==> config.mk <==
export PLATFORM = sky130hd
export DESIGN_NAME = thermal_pixel_colormap
export DESIGN_NICKNAME = d
export VERILOG_FILES = /design/src/tpc_pkg.sv /design/src/tpc_front.sv /design/src/tpc_div_stage.sv /design/src/tpc_palette.sv /design/src/thermal_pixel_colormap.sv
export SDC_FILE = /design/constraint.sdc
export NUM_CORES = 1
export LEC_CHECK = 0
export ABC_AREA = 1
export BUFFER_PORTS_ARGS = -buffer_cell sky130_fd_sc_hd__buf_2
export CAP_MARGIN = 5
export CORE_MARGIN = 8
export CORE_UTILIZATION = 60
export DETAILED_ROUTE_END_ITERATION = 12
export PLACE_DENSITY_LB_ADDON = 0.2
export REMOVE_ABC_BUFFERS = 1
export SLEW_MARGIN = 25
export SYNTH_ARGS = -nofsm -noshare
export SYNTH_HDL_FRONTEND = slang
export SYNTH_HIERARCHICAL = 1
export SYNTH_SLANG_ARGS = --single-unit
==> constraint.sdc <==
create_clock -name clk_i -period 6.43 [get_ports clk_i]
set_input_delay 1.286 -clock clk_i [delete_from_list [all_inputs] [get_ports clk_i]]
set_output_delay 1.286 -clock clk_i [all_outputs]
set_load 0.05 [all_outputs]
==> src/tpc_pkg.sv <==
`timescale 1ns / 1ps
// tpc_pkg: shared types, constants and palette rom for the thermal pixel colormap
package tpc_pkg;

  localparam int PixelBits = 16;
  localparam int LevelBits = 16;
  localparam int SpanBits = LevelBits + 1;
  localparam int IdxBits = 8;
  localparam int DivSteps = IdxBits;
  localparam int CfgIdxBits = 4;

  localparam logic [LevelBits-1:0] PixelMask = LevelBits'((32'd1 << PixelBits) - 32'd1);
  localparam logic [LevelBits-1:0] MinReset = '0;
  localparam logic [LevelBits-1:0] MaxReset = '1;
  localparam logic [IdxBits-1:0] IdxLow = '0;
  localparam logic [IdxBits-1:0] IdxHigh = '1;

  localparam logic [CfgIdxBits-1:0] CfgMinLevel = CfgIdxBits'(0);
  localparam logic [CfgIdxBits-1:0] CfgMaxLevel = CfgIdxBits'(1);

  typedef struct packed {
    logic [LevelBits-1:0] rem;
    logic [SpanBits-1:0]  dvs;
    logic [IdxBits-1:0]   quo;
    logic                 clip;
  } tpc_div_t;

  function automatic logic [23:0] hot_rgb(input logic [6:0] i);
    logic [23:0] rgb;
    case (i)
      7'd0: rgb = {8'd0, 8'd0, 8'd9};
      7'd1: rgb = {8'd2, 8'd0, 8'd16};
      7'd2: rgb = {8'd4, 8'd0, 8'd24};
      7'd3: rgb = {8'd6, 8'd0, 8'd31};
      7'd4: rgb = {8'd8, 8'd0, 8'd38};
      7'd5: rgb = {8'd10, 8'd0, 8'd45};
      7'd6: rgb = {8'd12, 8'd0, 8'd53};
      7'd7: rgb = {8'd14, 8'd0, 8'd60};
      7'd8: rgb = {8'd17, 8'd0, 8'd67};
      7'd9: rgb = {8'd19, 8'd0, 8'd74};
      7'd10: rgb = {8'd21, 8'd0, 8'd82};
      7'd11: rgb = {8'd23, 8'd0, 8'd89};
      7'd12: rgb = {8'd25, 8'd0, 8'd96};
      7'd13: rgb = {8'd27, 8'd0, 8'd103};
      7'd14: rgb = {8'd29, 8'd0, 8'd111};
      7'd15: rgb = {8'd31, 8'd0, 8'd118};
      7'd16: rgb = {8'd36, 8'd0, 8'd120};
      7'd17: rgb = {8'd41, 8'd0, 8'd121};
      7'd18: rgb = {8'd46, 8'd0, 8'd122};
      7'd19: rgb = {8'd51, 8'd0, 8'd123};
      7'd20: rgb = {8'd56, 8'd0, 8'd124};
      7'd21: rgb = {8'd61, 8'd0, 8'd125};
      7'd22: rgb = {8'd66, 8'd0, 8'd126};
      7'd23: rgb = {8'd71, 8'd0, 8'd127};
      7'd24: rgb = {8'd76, 8'd1, 8'd128};
      7'd25: rgb = {8'd81, 8'd1, 8'd129};
      7'd26: rgb = {8'd86, 8'd1, 8'd130};
      7'd27: rgb = {8'd91, 8'd1, 8'd131};
      7'd28: rgb = {8'd96, 8'd1, 8'd132};
      7'd29: rgb = {8'd101, 8'd1, 8'd133};
      7'd30: rgb = {8'd106, 8'd1, 8'd134};
      7'd31: rgb = {8'd111, 8'd1, 8'd135};
      7'd32: rgb = {8'd116, 8'd1, 8'd136};
      7'd33: rgb = {8'd121, 8'd1, 8'd136};
      7'd34: rgb = {8'd125, 8'd2, 8'd137};
      7'd35: rgb = {8'd130, 8'd2, 8'd137};
      7'd36: rgb = {8'd135, 8'd3, 8'd137};
      7'd37: rgb = {8'd139, 8'd3, 8'd138};
      7'd38: rgb = {8'd144, 8'd3, 8'd138};
      7'd39: rgb = {8'd149, 8'd4, 8'd138};
      7'd40: rgb = {8'd153, 8'd4, 8'd139};
      7'd41: rgb = {8'd158, 8'd5, 8'd139};
      7'd42: rgb = {8'd163, 8'd5, 8'd139};
      7'd43: rgb = {8'd167, 8'd5, 8'd140};
      7'd44: rgb = {8'd172, 8'd6, 8'd140};
      7'd45: rgb = {8'd177, 8'd6, 8'd140};
      7'd46: rgb = {8'd181, 8'd7, 8'd141};
      7'd47: rgb = {8'd186, 8'd7, 8'd141};
      7'd48: rgb = {8'd189, 8'd10, 8'd137};
      7'd49: rgb = {8'd191, 8'd13, 8'd132};
      7'd50: rgb = {8'd194, 8'd16, 8'd127};
      7'd51: rgb = {8'd196, 8'd19, 8'd121};
      7'd52: rgb = {8'd198, 8'd22, 8'd116};
      7'd53: rgb = {8'd200, 8'd25, 8'd111};
      7'd54: rgb = {8'd203, 8'd28, 8'd106};
      7'd55: rgb = {8'd205, 8'd31, 8'd101};
      7'd56: rgb = {8'd207, 8'd34, 8'd95};
      7'd57: rgb = {8'd209, 8'd37, 8'd90};
      7'd58: rgb = {8'd212, 8'd40, 8'd85};
      7'd59: rgb = {8'd214, 8'd43, 8'd80};
      7'd60: rgb = {8'd216, 8'd46, 8'd75};
      7'd61: rgb = {8'd218, 8'd49, 8'd69};
      7'd62: rgb = {8'd221, 8'd52, 8'd64};
      7'd63: rgb = {8'd223, 8'd55, 8'd59};
      7'd64: rgb = {8'd224, 8'd57, 8'd49};
      7'd65: rgb = {8'd225, 8'd60, 8'd47};
      7'd66: rgb = {8'd226, 8'd64, 8'd44};
      7'd67: rgb = {8'd227, 8'd67, 8'd42};
      7'd68: rgb = {8'd228, 8'd71, 8'd39};
      7'd69: rgb = {8'd229, 8'd74, 8'd37};
      7'd70: rgb = {8'd230, 8'd78, 8'd34};
      7'd71: rgb = {8'd231, 8'd81, 8'd32};
      7'd72: rgb = {8'd231, 8'd85, 8'd29};
      7'd73: rgb = {8'd232, 8'd88, 8'd27};
      7'd74: rgb = {8'd233, 8'd92, 8'd24};
      7'd75: rgb = {8'd234, 8'd95, 8'd22};
      7'd76: rgb = {8'd235, 8'd99, 8'd19};
      7'd77: rgb = {8'd236, 8'd102, 8'd17};
      7'd78: rgb = {8'd237, 8'd106, 8'd14};
      7'd79: rgb = {8'd238, 8'd109, 8'd12};
      7'd80: rgb = {8'd239, 8'd112, 8'd12};
      7'd81: rgb = {8'd240, 8'd116, 8'd12};
      7'd82: rgb = {8'd240, 8'd119, 8'd12};
      7'd83: rgb = {8'd241, 8'd123, 8'd12};
      7'd84: rgb = {8'd241, 8'd127, 8'd12};
      7'd85: rgb = {8'd242, 8'd130, 8'd12};
      7'd86: rgb = {8'd242, 8'd134, 8'd12};
      7'd87: rgb = {8'd243, 8'd138, 8'd12};
      7'd88: rgb = {8'd243, 8'd141, 8'd13};
      7'd89: rgb = {8'd244, 8'd145, 8'd13};
      7'd90: rgb = {8'd244, 8'd149, 8'd13};
      7'd91: rgb = {8'd245, 8'd152, 8'd13};
      7'd92: rgb = {8'd245, 8'd156, 8'd13};
      7'd93: rgb = {8'd246, 8'd160, 8'd13};
      7'd94: rgb = {8'd246, 8'd163, 8'd13};
      7'd95: rgb = {8'd247, 8'd167, 8'd13};
      7'd96: rgb = {8'd247, 8'd171, 8'd13};
      7'd97: rgb = {8'd248, 8'd175, 8'd14};
      7'd98: rgb = {8'd248, 8'd178, 8'd15};
      7'd99: rgb = {8'd249, 8'd182, 8'd16};
      7'd100: rgb = {8'd249, 8'd185, 8'd18};
      7'd101: rgb = {8'd250, 8'd189, 8'd19};
      7'd102: rgb = {8'd250, 8'd192, 8'd20};
      7'd103: rgb = {8'd251, 8'd196, 8'd21};
      7'd104: rgb = {8'd251, 8'd199, 8'd22};
      7'd105: rgb = {8'd252, 8'd203, 8'd23};
      7'd106: rgb = {8'd252, 8'd206, 8'd24};
      7'd107: rgb = {8'd253, 8'd210, 8'd25};
      7'd108: rgb = {8'd253, 8'd213, 8'd27};
      7'd109: rgb = {8'd254, 8'd217, 8'd28};
      7'd110: rgb = {8'd254, 8'd220, 8'd29};
      7'd111: rgb = {8'd255, 8'd224, 8'd30};
      7'd112: rgb = {8'd255, 8'd227, 8'd39};
      7'd113: rgb = {8'd255, 8'd229, 8'd53};
      7'd114: rgb = {8'd255, 8'd231, 8'd67};
      7'd115: rgb = {8'd255, 8'd233, 8'd81};
      7'd116: rgb = {8'd255, 8'd234, 8'd95};
      7'd117: rgb = {8'd255, 8'd236, 8'd109};
      7'd118: rgb = {8'd255, 8'd238, 8'd123};
      7'd119: rgb = {8'd255, 8'd240, 8'd137};
      7'd120: rgb = {8'd255, 8'd242, 8'd151};
      7'd121: rgb = {8'd255, 8'd244, 8'd165};
      7'd122: rgb = {8'd255, 8'd246, 8'd179};
      7'd123: rgb = {8'd255, 8'd248, 8'd193};
      7'd124: rgb = {8'd255, 8'd249, 8'd207};
      7'd125: rgb = {8'd255, 8'd251, 8'd221};
      7'd126: rgb = {8'd255, 8'd253, 8'd235};
      default: rgb = {8'd255, 8'd255, 8'd249};
    endcase
    return rgb;
  endfunction

  // lower half is a gray ramp, upper half the hot ramp
  function automatic logic [23:0] palette_rgb(input logic [IdxBits-1:0] idx);
    logic [7:0]  g;
    logic [7:0]  dbl;
    logic [23:0] rgb;
    dbl = {idx[6:0], 1'b0};
    g = idx[6] ? (8'd254 - dbl) : (8'd255 - dbl);
    if (idx[7]) begin
      rgb = hot_rgb(idx[6:0]);
    end else begin
      rgb = {g, g, g};
    end
    return rgb;
  endfunction

endpackage

==> src/tpc_front.sv <==
`timescale 1ns / 1ps
// tpc_front: range check, clamping and divider setup stage
module tpc_front
  import tpc_pkg::*;
(
  input  logic                 clk_i,
  input  logic                 rst_ni,
  input  logic                 vld_i,
  input  logic [LevelBits-1:0] raw_pixel_i,
  input  logic [LevelBits-1:0] min_level_i,
  input  logic [LevelBits-1:0] max_level_i,
  output logic                 vld_o,
  output tpc_div_t             data_o
);

  logic [LevelBits-1:0] pix;
  logic                 inv;
  logic                 below;
  logic                 above;
  logic                 vld_q;
  tpc_div_t             data_d;
  tpc_div_t             data_q;

  always_comb begin
    pix = raw_pixel_i & PixelMask;
    inv = max_level_i < min_level_i;
    below = pix < min_level_i;
    above = pix > max_level_i;
    data_d.clip = inv | below | above;
    data_d.quo = (above && !inv && !below) ? IdxHigh : IdxLow;
    data_d.rem = pix - min_level_i;
    data_d.dvs = {1'b0, max_level_i} - {1'b0, min_level_i} + SpanBits'(1);
  end

  always_ff @(posedge clk_i or negedge rst_ni) begin
    if (!rst_ni) begin
      vld_q <= 1'b0;
    end else begin
      vld_q <= vld_i;
    end
  end

  always_ff @(posedge clk_i) begin
    data_q <= data_d;
  end

  assign vld_o = vld_q;
  assign data_o = data_q;

endmodule

==> src/tpc_div_stage.sv <==
`timescale 1ns / 1ps
// tpc_div_stage: one restoring division step producing one index bit
module tpc_div_stage
  import tpc_pkg::*;
(
  input  logic     clk_i,
  input  logic     rst_ni,
  input  logic     vld_i,
  input  tpc_div_t data_i,
  output logic     vld_o,
  output tpc_div_t data_o
);

  logic [SpanBits-1:0] sh;
  logic                ge;
  logic                vld_q;
  tpc_div_t            data_d;
  tpc_div_t            data_q;

  always_comb begin
    sh = {data_i.rem, 1'b0};
    ge = sh >= data_i.dvs;
    data_d = data_i;
    if (!data_i.clip) begin
      data_d.rem = ge ? LevelBits'(sh - data_i.dvs) : sh[LevelBits-1:0];
      data_d.quo = {data_i.quo[IdxBits-2:0], ge};
    end
  end

  always_ff @(posedge clk_i or negedge rst_ni) begin
    if (!rst_ni) begin
      vld_q <= 1'b0;
    end else begin
      vld_q <= vld_i;
    end
  end

  always_ff @(posedge clk_i) begin
    data_q <= data_d;
  end

  assign vld_o = vld_q;
  assign data_o = data_q;

  // partial remainder stays below the divisor
  assert property (@(posedge clk_i) disable iff (!rst_ni)
    (vld_q && !data_q.clip) |-> (data_q.rem < data_q.dvs))
    else $error("tpc_div_stage: remainder not below divisor");

  // clamped index passes untouched
  assert property (@(posedge clk_i) disable iff (!rst_ni)
    (vld_i && data_i.clip) |=> (data_q.clip && data_q.quo == $past(data_i.quo)))
    else $error("tpc_div_stage: clamped index changed");

  assert property (@(posedge clk_i) disable iff (!rst_ni)
    vld_i |=> (vld_q && data_q.dvs == $past(data_i.dvs)))
    else $error("tpc_div_stage: word lost or divisor changed");

endmodule

==> src/tpc_palette.sv <==
`timescale 1ns / 1ps
// tpc_palette: palette rom lookup and output register
module tpc_palette
  import tpc_pkg::*;
(
  input  logic       clk_i,
  input  logic       rst_ni,
  input  logic       vld_i,
  input  tpc_div_t   data_i,
  output logic       valid_o,
  output logic [7:0] red_o,
  output logic [7:0] green_o,
  output logic [7:0] blue_o,
  output logic       clipped_o
);

  logic [23:0] rgb_d;
  logic [23:0] rgb_q;
  logic        clip_q;
  logic        valid_q;

  assign rgb_d = palette_rgb(data_i.quo);

  always_ff @(posedge clk_i or negedge rst_ni) begin
    if (!rst_ni) begin
      valid_q <= 1'b0;
    end else begin
      valid_q <= vld_i;
    end
  end

  always_ff @(posedge clk_i) begin
    rgb_q <= rgb_d;
    clip_q <= data_i.clip;
  end

  assign valid_o = valid_q;
  assign red_o = rgb_q[23:16];
  assign green_o = rgb_q[15:8];
  assign blue_o = rgb_q[7:0];
  assign clipped_o = clip_q;

endmodule

==> src/thermal_pixel_colormap.sv <==
`timescale 1ns / 1ps
// thermal_pixel_colormap: top level, config registers and pipeline assembly
//
// A raw pixel word is taken on raw_pixel_i at every clock edge where start_i
// is high and busy_o is low. busy_o is always low, so one pixel can enter in
// every cycle. Each pixel yields one color word on red_o, green_o, blue_o and
// clipped_o, marked by valid_o for a single cycle, once the pixel has passed
// through the pipeline registers: one range check stage, eight
// restoring division stages (one index bit each) and one palette stage.
// Words leave in the order they came in. The receiver cannot stall the block.
// min_level and max_level are written over the cfg channel (index 0 and 1,
// cfg_ready_o always high); writes to other indexes are dropped. Write them
// only while no pixel is in flight. Reset clears the pipeline valid bits and
// sets the range to the full 16-bit scale.
module thermal_pixel_colormap
  import tpc_pkg::*;
(
  input  logic                  clk_i,
  input  logic                  rst_ni,
  input  logic                  start_i,
  output logic                  busy_o,
  input  logic [LevelBits-1:0]  raw_pixel_i,
  output logic                  valid_o,
  output logic [7:0]            red_o,
  output logic [7:0]            green_o,
  output logic [7:0]            blue_o,
  output logic                  clipped_o,
  input  logic                  cfg_valid_i,
  output logic                  cfg_ready_o,
  input  logic [CfgIdxBits-1:0] cfg_index_i,
  input  logic [LevelBits-1:0]  cfg_data_i
);

  logic [LevelBits-1:0] min_level_q;
  logic [LevelBits-1:0] max_level_q;
  logic                 vld_s [DivSteps+1];
  tpc_div_t             data_s [DivSteps+1];

  assign busy_o = 1'b0;
  assign cfg_ready_o = 1'b1;

  always_ff @(posedge clk_i or negedge rst_ni) begin
    if (!rst_ni) begin
      min_level_q <= MinReset;
      max_level_q <= MaxReset;
    end else if (cfg_valid_i && cfg_ready_o) begin
      case (cfg_index_i)
        CfgMinLevel: min_level_q <= cfg_data_i;
        CfgMaxLevel: max_level_q <= cfg_data_i;
        default: ;
      endcase
    end
  end

  tpc_front u_front (
    .clk_i       (clk_i),
    .rst_ni      (rst_ni),
    .vld_i       (start_i && !busy_o),
    .raw_pixel_i (raw_pixel_i),
    .min_level_i (min_level_q),
    .max_level_i (max_level_q),
    .vld_o       (vld_s[0]),
    .data_o      (data_s[0])
  );

  for (genvar k = 0; k < DivSteps; k++) begin : g_div
    tpc_div_stage u_div (
      .clk_i  (clk_i),
      .rst_ni (rst_ni),
      .vld_i  (vld_s[k]),
      .data_i (data_s[k]),
      .vld_o  (vld_s[k+1]),
      .data_o (data_s[k+1])
    );
  end

  tpc_palette u_palette (
    .clk_i     (clk_i),
    .rst_ni    (rst_ni),
    .vld_i     (vld_s[DivSteps]),
    .data_i    (data_s[DivSteps]),
    .valid_o   (valid_o),
    .red_o     (red_o),
    .green_o   (green_o),
    .blue_o    (blue_o),
    .clipped_o (clipped_o)
  );

endmodule
# After elaboration in Yosys (flattened, before gate mapping)
# Memories as Yosys holds them, arrays and structs flattened. A register that Yosys moved wholly into a read port is not among the register bits.
# Index checks and enable logic that the tools add are counted.
# totals
register_bits	412
latchBits	0
ramBits	0
rom_bits	3072
inputBits	40
out_inout_bits	28
wordCells	107
mem_count	1
# memory_table
name	depth	word_bits	read_ports	rd_clocked_by_memory_dff	write_ports	line	text
(no name shown)	128	24	1	1	0	tpc_pkg.sv:30	case (i)
# classes
add_sub_neg	12
mul	0
div	0
n_lt_le_gt_ge	11
n_eq_ne	1
shifts	0
muxes	25
n_bitwise	2
reduce_logical	7
# op_table
cell	count
2-to-1 mux 16 bit	14
>= comparator 17 bit	8
subtractor 16 bit	8
2-to-1 mux 8 bit	10
< comparator 16 bit	2
2-to-1 mux 24 bit	1
adder 17 x 1 -> 17 bit (second input constant)	1
subtractor 16 x 16 -> 17 bit	1
> comparator 16 bit	1
subtractor 8 bit (first input constant)	2
== test 4 x 1 -> 1 bit (second input constant)	1
zero test 4 bit	1
AND reduction 2 bit	2
logical AND 1 bit	2
zero test 1 bit	2
bitwise OR 1 bit	2

# Depth between registers and ports, before layout
# logic_depth
depth_word	5
ltp_mapped	14

# By module
# Netlist, hierarchy kept.
# by_module_without_submodules
mod	instances	cells_each	area_per_inst_um2	seq_area_each_um2
tpc_div_stage	8	369	2513.7	865.8
tpc_front	1	483	3397.0	725.7
tpc_palette	1	466	2845.2	525.5
thermal_pixel_colormap	1	152	1436.4	820.8

# Worst setup path after synthesis
# Ideal clock, no wire load.
# synth_timing
path_type	input-to-reg
startpoint	input raw_pixel_i[0]
endpoint	register u_front.data_q, in the netlist u_front/data_o[0]
setup_time_ns	0.113
arrival_time_ns	2.521
t_required_ns	6.317
path_slack_ns	3.796
stages	11
path_cell_list	inv_1 > ha_1 > fa_1 > o21ai_2 > nand2_2 > nand2_2 > nand2_1 > nand2_1 > nand2_1 > inv_1 > nand2_1
# synth_lines
item	line	text
start, declared	thermal_pixel_colormap.sv:22	input logic [LevelBits-1:0] raw_pixel_i,
end signal, assigned	tpc_front.sv:44	data_q <= data_d;
end, declared	tpc_front.sv:22	tpc_div_t data_q;

# Worst setup path after layout
# layout_timing
startpoint	register u_palette.rgb_q[0]
endpoint	output blue_o[0]
# layout_lines
item	line	text
start, declared	tpc_palette.sv:18	logic [23:0] rgb_q;
start signal, assigned	tpc_palette.sv:33	rgb_q <= rgb_d;
end, declared	thermal_pixel_colormap.sv:26	output logic [7:0] blue_o,
# No word-level cell between the ends.

==> summary.txt <==
Global routing
  – First-pass GRT wire length: between 100 and 150 mm
  – GRT Util Overall: 0.272
  – Grt ovf: 0
  – Largest net degree at the start of global routing: 43
  – Initial antenna violation count: 0
  – Number of global-route vias before repair: about 22000

Worst setup path
  – CP max-delay cell: dfxtp_1
  – CP bufs+invs: 1
  – Data required time of the worst path: roughly 5 ns
  – Crit end category: output port
  – Crit path DAT: ~1.2 ns
  – R2R cell count: 10
  – CP top delay family: flip-flops
  – CP Max Fanout: 1
  – WP depth: 1
  – Worst setup SP type: register
  – Crit path kind: reg -> out
  – Worst path cell trace: buf_2
  – Slowest stage delay, CP: 0.34 ns

Finish
  – Non-Filler Instances: approximately 4500
  – Area growth syn-to-layout: 7.25%
  – Fin nets: between 4000 and 5000
  – ANT cells: 0
  – Layout cells sized above 1: 0.0939

Clocking
  – CTS buffer count: 42
  – Reg clk slew, reported paths: about 0.060 ns
  – TritonCTS clock tree: yes
  – Post-CTS Setup Inserts: 0
  – Clk_lat worst skew: 0.58 ns
  – Cts repair resizes: 0
  – H-tree depth: 2
  – Hold buffers post-CTS: 0
  – Longest Clk Path Bufs: 3
  – CTS Sinks: slightly above 400
  – CTS Root Cell: clkbuf_16

Timing
  – Fin. Hold Viols: 0
  – Fin crit period: around 2.5 ns
  – Worst Clk Skew: 0.0168 ns
  – Slew Viols, Final: 0
  – Fmax: about 400 MHz
  – Worst slew pin tran: 1.03 ns
  – Slew headroom: 0.312
  – Finish-stage setup viols: 0
  – Tcrit/Tclk final: 0.385
  – Setup tns final: 0 ns
  – RSZ-0062 raised after global routing: false

Floorplan
  – Horiz. Die Dim: ~220 µm
  – Io pins: 68
  – Initial cell density of the core: 0.608
  – CORE AREA: approximately 0.043 mm²
  – Row cnt: 76
  – Die Ht: 225 µm
  – Die footprint: around 0.05 mm²

Routing
  – Via density: approximately 5.3
  – Total wire length: 69.0 mm
  – 1st-iter DRT viols: 1772
  – Antenna Nets Post-Route: 0
  – First drt pass iteration count: 6
  – DRC errors left: 0
  – Via total after detailed routing: ~24000
  – Drt wl/cell: 15.5 µm

Placed design
  – Placed instance count: ~4400
  – Detailed placement HPWL: about 55 mm
  – RePlAce Congestion: between 0.9 and 1
  – Number of I/O port buffers: 65

Flow run
  – Max cap viols: 0

Synth
  – Synth warn: 6
  – Mean Syn Cell Area: ~7 µm²
  – Mapped Area: approximately 0.026 mm²
  – Mapped Cells: approximately 3800

Status
  – Outcome: finished, final reports clean

Hold path
  – Hold Path Cell Cnt: 0
  – Worst Hold Class: reg -> reg
## per-layer routing
| layer | vias to the layer above | track usage | share of wire |
|---|---|---|---|
| met5 | - | 0 | 0 |
| met4 | 0 | 0.129 | 0.046 |
| met3 | 187 | 0.0353 | 0.055 |
| met2 | 789 | 0.482 | 0.48 |
| met1 | 10600 | 0.323 | 0.42 |
| li1 | 12000 | - | - |
## state kept, by name (all words and copies together), names as in the netlist
signal               count
g_div.u_div/data_o     303
g_div.u_div/vld_o        8
max_level_q             16
min_level_q             16
u_front/data_o          35
u_front/vld_o            1
u_palette/clipped_o      1
u_palette/rgb_q         24
u_palette/valid_o        1
## stage by stage
step | hold slack (ns) | cell area, µm² | setup slack, ns | util
finish | 0.326 | 28100 | 3.95 | 0.652
global placement | 0.312 | 26600 | 3.53 | 0.618
CTS | 0.327 | 28100 | 3.92 | 0.652
floorplan | 0.310 | 25500 | 3.80 | -
detailed placement | 0.312 | 26600 | 3.52 | 0.618
global route | 0.346 | 28100 | 3.75 | 0.652
## path summary, 6_finish.rpt
check	from	endpoint	slack, ns
setup / recovery	u_palette/rgb_q[0]	blue_o[0]	3.95
hold / removal	g_div[7].u_div/data_o[0]	u_palette/clipped_o	0.33
setup reg to reg	u_front/data_o[23]	g_div[0].u_div/data_o[1]	3.96
hold reg to reg	g_div[7].u_div/data_o[0]	u_palette/clipped_o	0.33
max in group asynchronous	rst_ni	g_div[5].u_div/vld_o	5.07
min in group asynchronous	rst_ni	u_front/vld_o	0.81
## layout by cell type, fill, tap and decap left out, drive strengths merged, types with 26 or more instances in the layout
| cell type | count |
|---|---|
| dfrtp | 26 |
| a21oi | 111 |
| o21ai | 169 |
| nand4 | 76 |
| nand3b | 45 |
| dfxtp | 363 |
| clkbuf | 58 |
| inv | 649 |
| ha | 223 |
| nand2 | 1319 |
| nor2 | 215 |
| xnor2 | 37 |
| nor3 | 38 |
| nand3 | 341 |
| buf | 76 |
## final cells by class
cell class | count | area (µm²)
Clock buffer | 58 | 1220
Timing Repair Buffer | 76 | 408
Tap cell | 585 | 732
Sequential cell | 405 | 8340
Fill cell | 4012 | 15000
Inverter | 649 | 2450
Clock inverter | 19 | 236
Multi-Input combinational cell | 2668 | 14700
Power is left out: the tool's default activity adds up to more than one toggle a clock period on the data nets, which glitch-free logic cannot reach.
